===== config.mk =====
export PLATFORM = sky130hd
export DESIGN_NAME = fde_cell
export DESIGN_NICKNAME = d
export VERILOG_FILES = /design/src/fde_pkg.sv /design/src/fde_cell.sv
export SDC_FILE = /design/constraint.sdc
export NUM_CORES = 1
export LEC_CHECK = 0
export BUFFER_PORTS_ARGS = -buffer_cell sky130_fd_sc_hd__clkbuf_2
export CORE_MARGIN = 3
export CORE_UTILIZATION = 55
export CTS_CLUSTER_DIAMETER = 50
export DETAILED_ROUTE_END_ITERATION = 6
export GPL_ROUTABILITY_DRIVEN = 1
export PLACE_DENSITY = 0.75
export SLEW_MARGIN = 20
export SYNTH_ARGS = -nofsm -noshare
export SYNTH_HDL_FRONTEND = slang
export SYNTH_SLANG_ARGS = --single-unit

===== constraint.sdc =====
create_clock -name clock -period 29.6 [get_ports clock]
set_input_delay 5.92 -clock clock [delete_from_list [all_inputs] [get_ports clock]]
set_output_delay 5.92 -clock clock [all_outputs]
set_load 0.02 [all_outputs]

===== src/fde_pkg.sv =====
// Shared types and constants for the finite-difference extrapolator.
// Used by the difference cells, the top level and the port checker.
package fde_pkg;

   // Field and datapath widths
   localparam int unsigned SAMPLE_W       = 32;
   localparam int unsigned WORD_W         = 64;
   localparam int unsigned MAX_LENGTH_DEF = 32;

   // Word travelling down the chain of difference cells
   typedef struct packed {
      logic              valid;     // slot holds a sample word
      logic              last;      // final sample of the sequence
      logic              absorb;    // sample still updating rows
      logic              overflow;  // sequence went past the table depth
      logic [WORD_W-1:0] value;     // difference handed to the next row
      logic [WORD_W-1:0] acc_next;  // running sum of newest elements
      logic [WORD_W-1:0] acc_prev;  // running alternating sum of first elements
   } token_type;

endpackage


===== src/fde_cell.sv =====
// One row of the difference table: newest and first element of the row.
// Depends on fde_pkg for the chain word type.
module fde_cell #(
   parameter bit NEGATE_FIRST = 1'b0
) (
   input  logic               clock,
   input  logic               reset,
   input  logic               advance,
   input  fde_pkg::token_type tok_in,
   output fde_pkg::token_type tok_out
);

   logic                       filled_ff, filled_in;
   logic [fde_pkg::WORD_W-1:0] newest_ff, newest_in;
   logic [fde_pkg::WORD_W-1:0] first_ff, first_in;
   fde_pkg::token_type         tok_ff, tok_in_next;

   logic upd;
   logic closing;

   // Row update and contribution to the end-of-sequence sums
   always_comb begin
      upd       = tok_in.valid && tok_in.absorb;
      closing   = tok_in.valid && tok_in.last;
      newest_in = upd ? tok_in.value : newest_ff;
      first_in  = (upd && !filled_ff) ? tok_in.value : first_ff;
      filled_in = filled_ff | upd;

      tok_in_next        = tok_in;
      tok_in_next.absorb = upd && filled_ff;
      tok_in_next.value  = tok_in.value - newest_ff;
      if (closing && filled_in) begin
         tok_in_next.acc_next = tok_in.acc_next + newest_in;
         if (NEGATE_FIRST) begin
            tok_in_next.acc_prev = tok_in.acc_prev - first_in;
         end else begin
            tok_in_next.acc_prev = tok_in.acc_prev + first_in;
         end
      end
   end

   // Row fill flag and chain word; of the chain word only the valid bit needs reset
   always_ff @(posedge clock) begin
      if (reset) begin
         filled_ff    <= 1'b0;
         tok_ff.valid <= 1'b0;
      end else if (advance) begin
         filled_ff <= closing ? 1'b0 : filled_in;
         tok_ff    <= tok_in_next;
      end
   end

   // Row contents
   always_ff @(posedge clock) begin
      if (advance) begin
         newest_ff <= newest_in;
         first_ff  <= first_in;
      end
   end

   assign tok_out = tok_ff;

endmodule


After elaboration in Yosys (flattened, before gate mapping):

Index checks and enable logic that the tools add are counted.

* bitwise gates (word level): 2
* multiplexer cells: 4
* add/sub/neg operators: 3
* reduce and logical (&&, ||, !) cells: 7

Operator list (number)
* adder 64 bit: 2
* 2-to-1 mux 128 bit: 1
* 2-to-1 mux 64 bit: 2
* subtractor 64 bit: 1
* logical AND 1 bit: 5
* AND reduction 2 bit: 1
* zero test 1 bit: 1
* 2-to-1 mux 1 bit: 1
* NOT 1 bit: 1
* OR 1 bit: 1

* word-level logic and storage cells: 26
* input port bits: 199
* output and inout bits: 196
* flip-flop bits (word level): 325

Depth between registers and ports, before layout:

* depth after elaboration: 5
* gate-level depth with buffers: 20
* depth with buffers taken out: 18

Worst setup path before layout:

Ideal clock, no wire load.

* path kind: input to register
* start: in reset
* end: reg tok_ff, in the netlist tok_out[0], enable pin
* stages on the path: 1
* arrival: 14.552 ns
* library setup time: 0.780 ns
* data required time: 28.820 ns
* buffers on the path: 0
* setup slack: 14.268 ns
* path through: nor2b_1

* cells in the longest elaborated chain, start to end: 2

Ends and longest elaborated chain
* start, declared: line fde_cell.sv:7 `input logic reset,`
* NOT 1 bit (no source line)
* AND reduction 2 bit (no source line)
* end signal, assigned: line fde_cell.sv:49 `tok_ff <= tok_in_next;`
* end, declared: line fde_cell.sv:16 `fde_pkg::token_type tok_ff, tok_in_next;`

No other way between the ends.
A chain may end at the register's enable or synchronous reset.

==> metrics.txt <==
worst vdd ir 0.00004387 V; first-pass GRT wire length 117.6 mm; max-cap violation count 0; post-place setup slack 17.66 ns; Final GP Congestion 1.001; Hold WS 0.5290 ns; Worst EP required 29.83 ns; Placed Area 0.02633 sq mm; CTS tree built; drt via density 6.102; initial antenna violation count 7; RSZ-0062 raised after global routing no; fraction of layout cells with a size suffix above 1 21.89%; total power 1.617 mW; Top Ports 395; GR Overflow Total 0; clock sinks 325; Max Clock Skew 0.02975 ns; status finished, final reports clean; Fin. Hold Viols 0; Slew Limit Fails 0; htree depth 2; final wirelength 77.55 mm; syn_area_per_cell 9.685 sq um; crit path launch type input port; area of the core 0.04251 sq mm; worst hold path stage count 2; Synth Register Bits 325; Pwr Density 58.04 mW/mm^2; synthesized cell area 0.02394 sq mm; commonest non-fill, non-tap cell in the layout clkbuf_2; Initial Utilization 56.32%; Post-Route Setup TNS 0 ns; NumNets Final 3,210; CP Max Fanout 67; per-cell routed wire length 22.60 microns; Row Count 75; vias in the first global route 20,193; via count 20,937; die width 214.6 microns; DIE AREA 0.04607 sq mm; 1st-pass router iterations 6; Vert. Die Dim 214.6 microns; Post-synth top flop edfxtp_1; HP Class reg -> reg; period utilisation layout 38.51%; # setup viols final 0; post-CTS sizing 0; non-filler cells in the finished layout 3,431; Syn Inst Count 2,472; r2r startpoint filled_ff; final routed DRC violation total 0; Total GRT Usage 32.51%; Finished Cell Area 0.02786 sq mm; Crit. End Element register; EDFF count, synth 323; placed cell count 3,343; Routed Antenna Nets 0; WP data arrival 11.63 ns; number of CTS-inserted buffers 45; pin count of the biggest net entering global routing 249; Worst R2R End tok_out[57]; Mapped Nets 2,869; Worst Hold Launch tok_out[195]; hold endpoint tok_out[195]; Clock Pin Slew Worst Setup and Hold Paths 0.06 ns; clock latency on the worst-skew pair 0.59 ns; DR iter-0 viols 1,964; Area Growth Syn to Fin 16.38%; # Post-CTS Setup Buffers 0; worst-case reg-to-reg path depth 15; Final Util 65.55%; Worst-Margin Slew 1.093 ns; setup ws final 18.20 ns; CTS root buf clkbuf_16; Port Buffers 394; max_slew headroom 27.11%; asr flop ratio synth 0%; most frequent cells in the layout 393 x clkbuf_2, 323 x edfxtp_1, 279 x nand2_1; part of the Yosys area used for sequential elements 40.68%; Max Clk Rate 0.08773 GHz; FF-to-FF setup slack 24.07 ns; cts hold-fix bufs 0; post-DP HPWL 60.99 mm; Crit Path Category in -> reg; fin crit period 11.40 ns; maximum clock insertion buffer count 3; Pleak 12.19 nW; synth unique cells 83; Ys Warns 0
layer usage:
layer	part of all wire [%]	wire length, microns	up-vias	GRT usage (%)
li1	-	-	9889	-
met1	46	35590	10007	47.49
met2	43	33520	908	48.89
met3	8.0	6177	131	6.122
met4	2.9	2252	2	10.65
met5	0.014	11	-	0
worst max-delay path: stages:
cell and delay [ns]:
clkbuf_2 0.14, nand2_2 0.07, buf_4 0.68, or2_2 0.73, buf_4 0.59, mux2_2 0.43, ha_1 0.39, and4_1 0.29
nor2b_1 0.15, nand4_1 0.11, or3b_2 0.45, o311ai_1 0.22, nand3_1 0.16, a21oi_1 0.45, a41o_1 0.33, a41oi_1 0.15
xnor2_1 0.18, o21ai_0 0.14
worst max path at each step:
stage	startpoint	to	depth (start not counted)
floorplan	reset	tok_out[0]	1
global placement	tok_in[195]	tok_out[57]	18
detailed placement	tok_in[195]	tok_out[57]	18
CTS	tok_in[195]	tok_out[57]	18
global route	tok_in[195]	tok_out[57]	18
finish	tok_in[195]	tok_out[57]	18
power breakdown:
part | internal [mW] | switching (mW)
combinational | 0.186 | 0.309
sequential | 0.555 | 0.0125
clock | 0.339 | 0.216
total | 1.08 | 0.538
cells in the mapped netlist (18+ instances only):
| cell | number | area, sq um |
|---|---|---|
| a211oi_1 | 18 | 135.1 |
| nand3_1 | 50 | 250.2 |
| o21bai_1 | 40 | 300.3 |
| nor2_1 | 107 | 401.6 |
| xor2_1 | 71 | 621.9 |
| o21ai_0 | 238 | 1191 |
| a21o_1 | 118 | 885.9 |
| nor2b_1 | 21 | 131.4 |
| clkbuf_1 | 97 | 364.1 |
| nand2_1 | 280 | 1051 |
| mux2_2 | 125 | 1408 |
| ha_1 | 195 | 2440 |
| xnor2_1 | 105 | 919.6 |
| o21a_1 | 18 | 135.1 |
| edfxtp_1 | 323 | 9699 |
| inv_1 | 126 | 473.0 |
| a21oi_1 | 209 | 1046 |
| a31oi_1 | 21 | 131.4 |
| nand4_1 | 45 | 281.5 |
| nor3_1 | 32 | 160.2 |
registers in the layout (all words and copies together), names as in the netlist:
signal	flops
filled_ff	1
first_ff	64
newest_ff	64
tok_out	196
area by class of cell:
| cell class | count | area [sq um] |
|---|---|---|
| fillers | 3434 | 14650 |
| multi-input cells | 1913 | 13320 |
| flip-flops and latches | 325 | 9739 |
| repair buffers | 402 | 2071 |
| clock buffers | 52 | 1172 |
| well taps | 577 | 721.9 |
| inverters | 126 | 473.0 |
| clock inverters | 28 | 341.6 |
| diodes | 8 | 20.02 |
kinds of logic (layout without fill, tap and decap cells):
| logic type | Yosys count | after routing | synth area share [%] |
|---|---|---|---|
| compound gates | 787 | 787 | 20.63 |
| simple gates | 622 | 622 | 11.99 |
| flops | 325 | 325 | 40.68 |
| buf+inv | 234 | 608 | 3.710 |
| fa+ha+maj | 198 | 198 | 10.44 |
| xor+xnor | 177 | 177 | 6.506 |
| mux | 129 | 129 | 6.047 |
| other cells | 0 | 8 | 0 |
(Power assumes the default switching activity.)
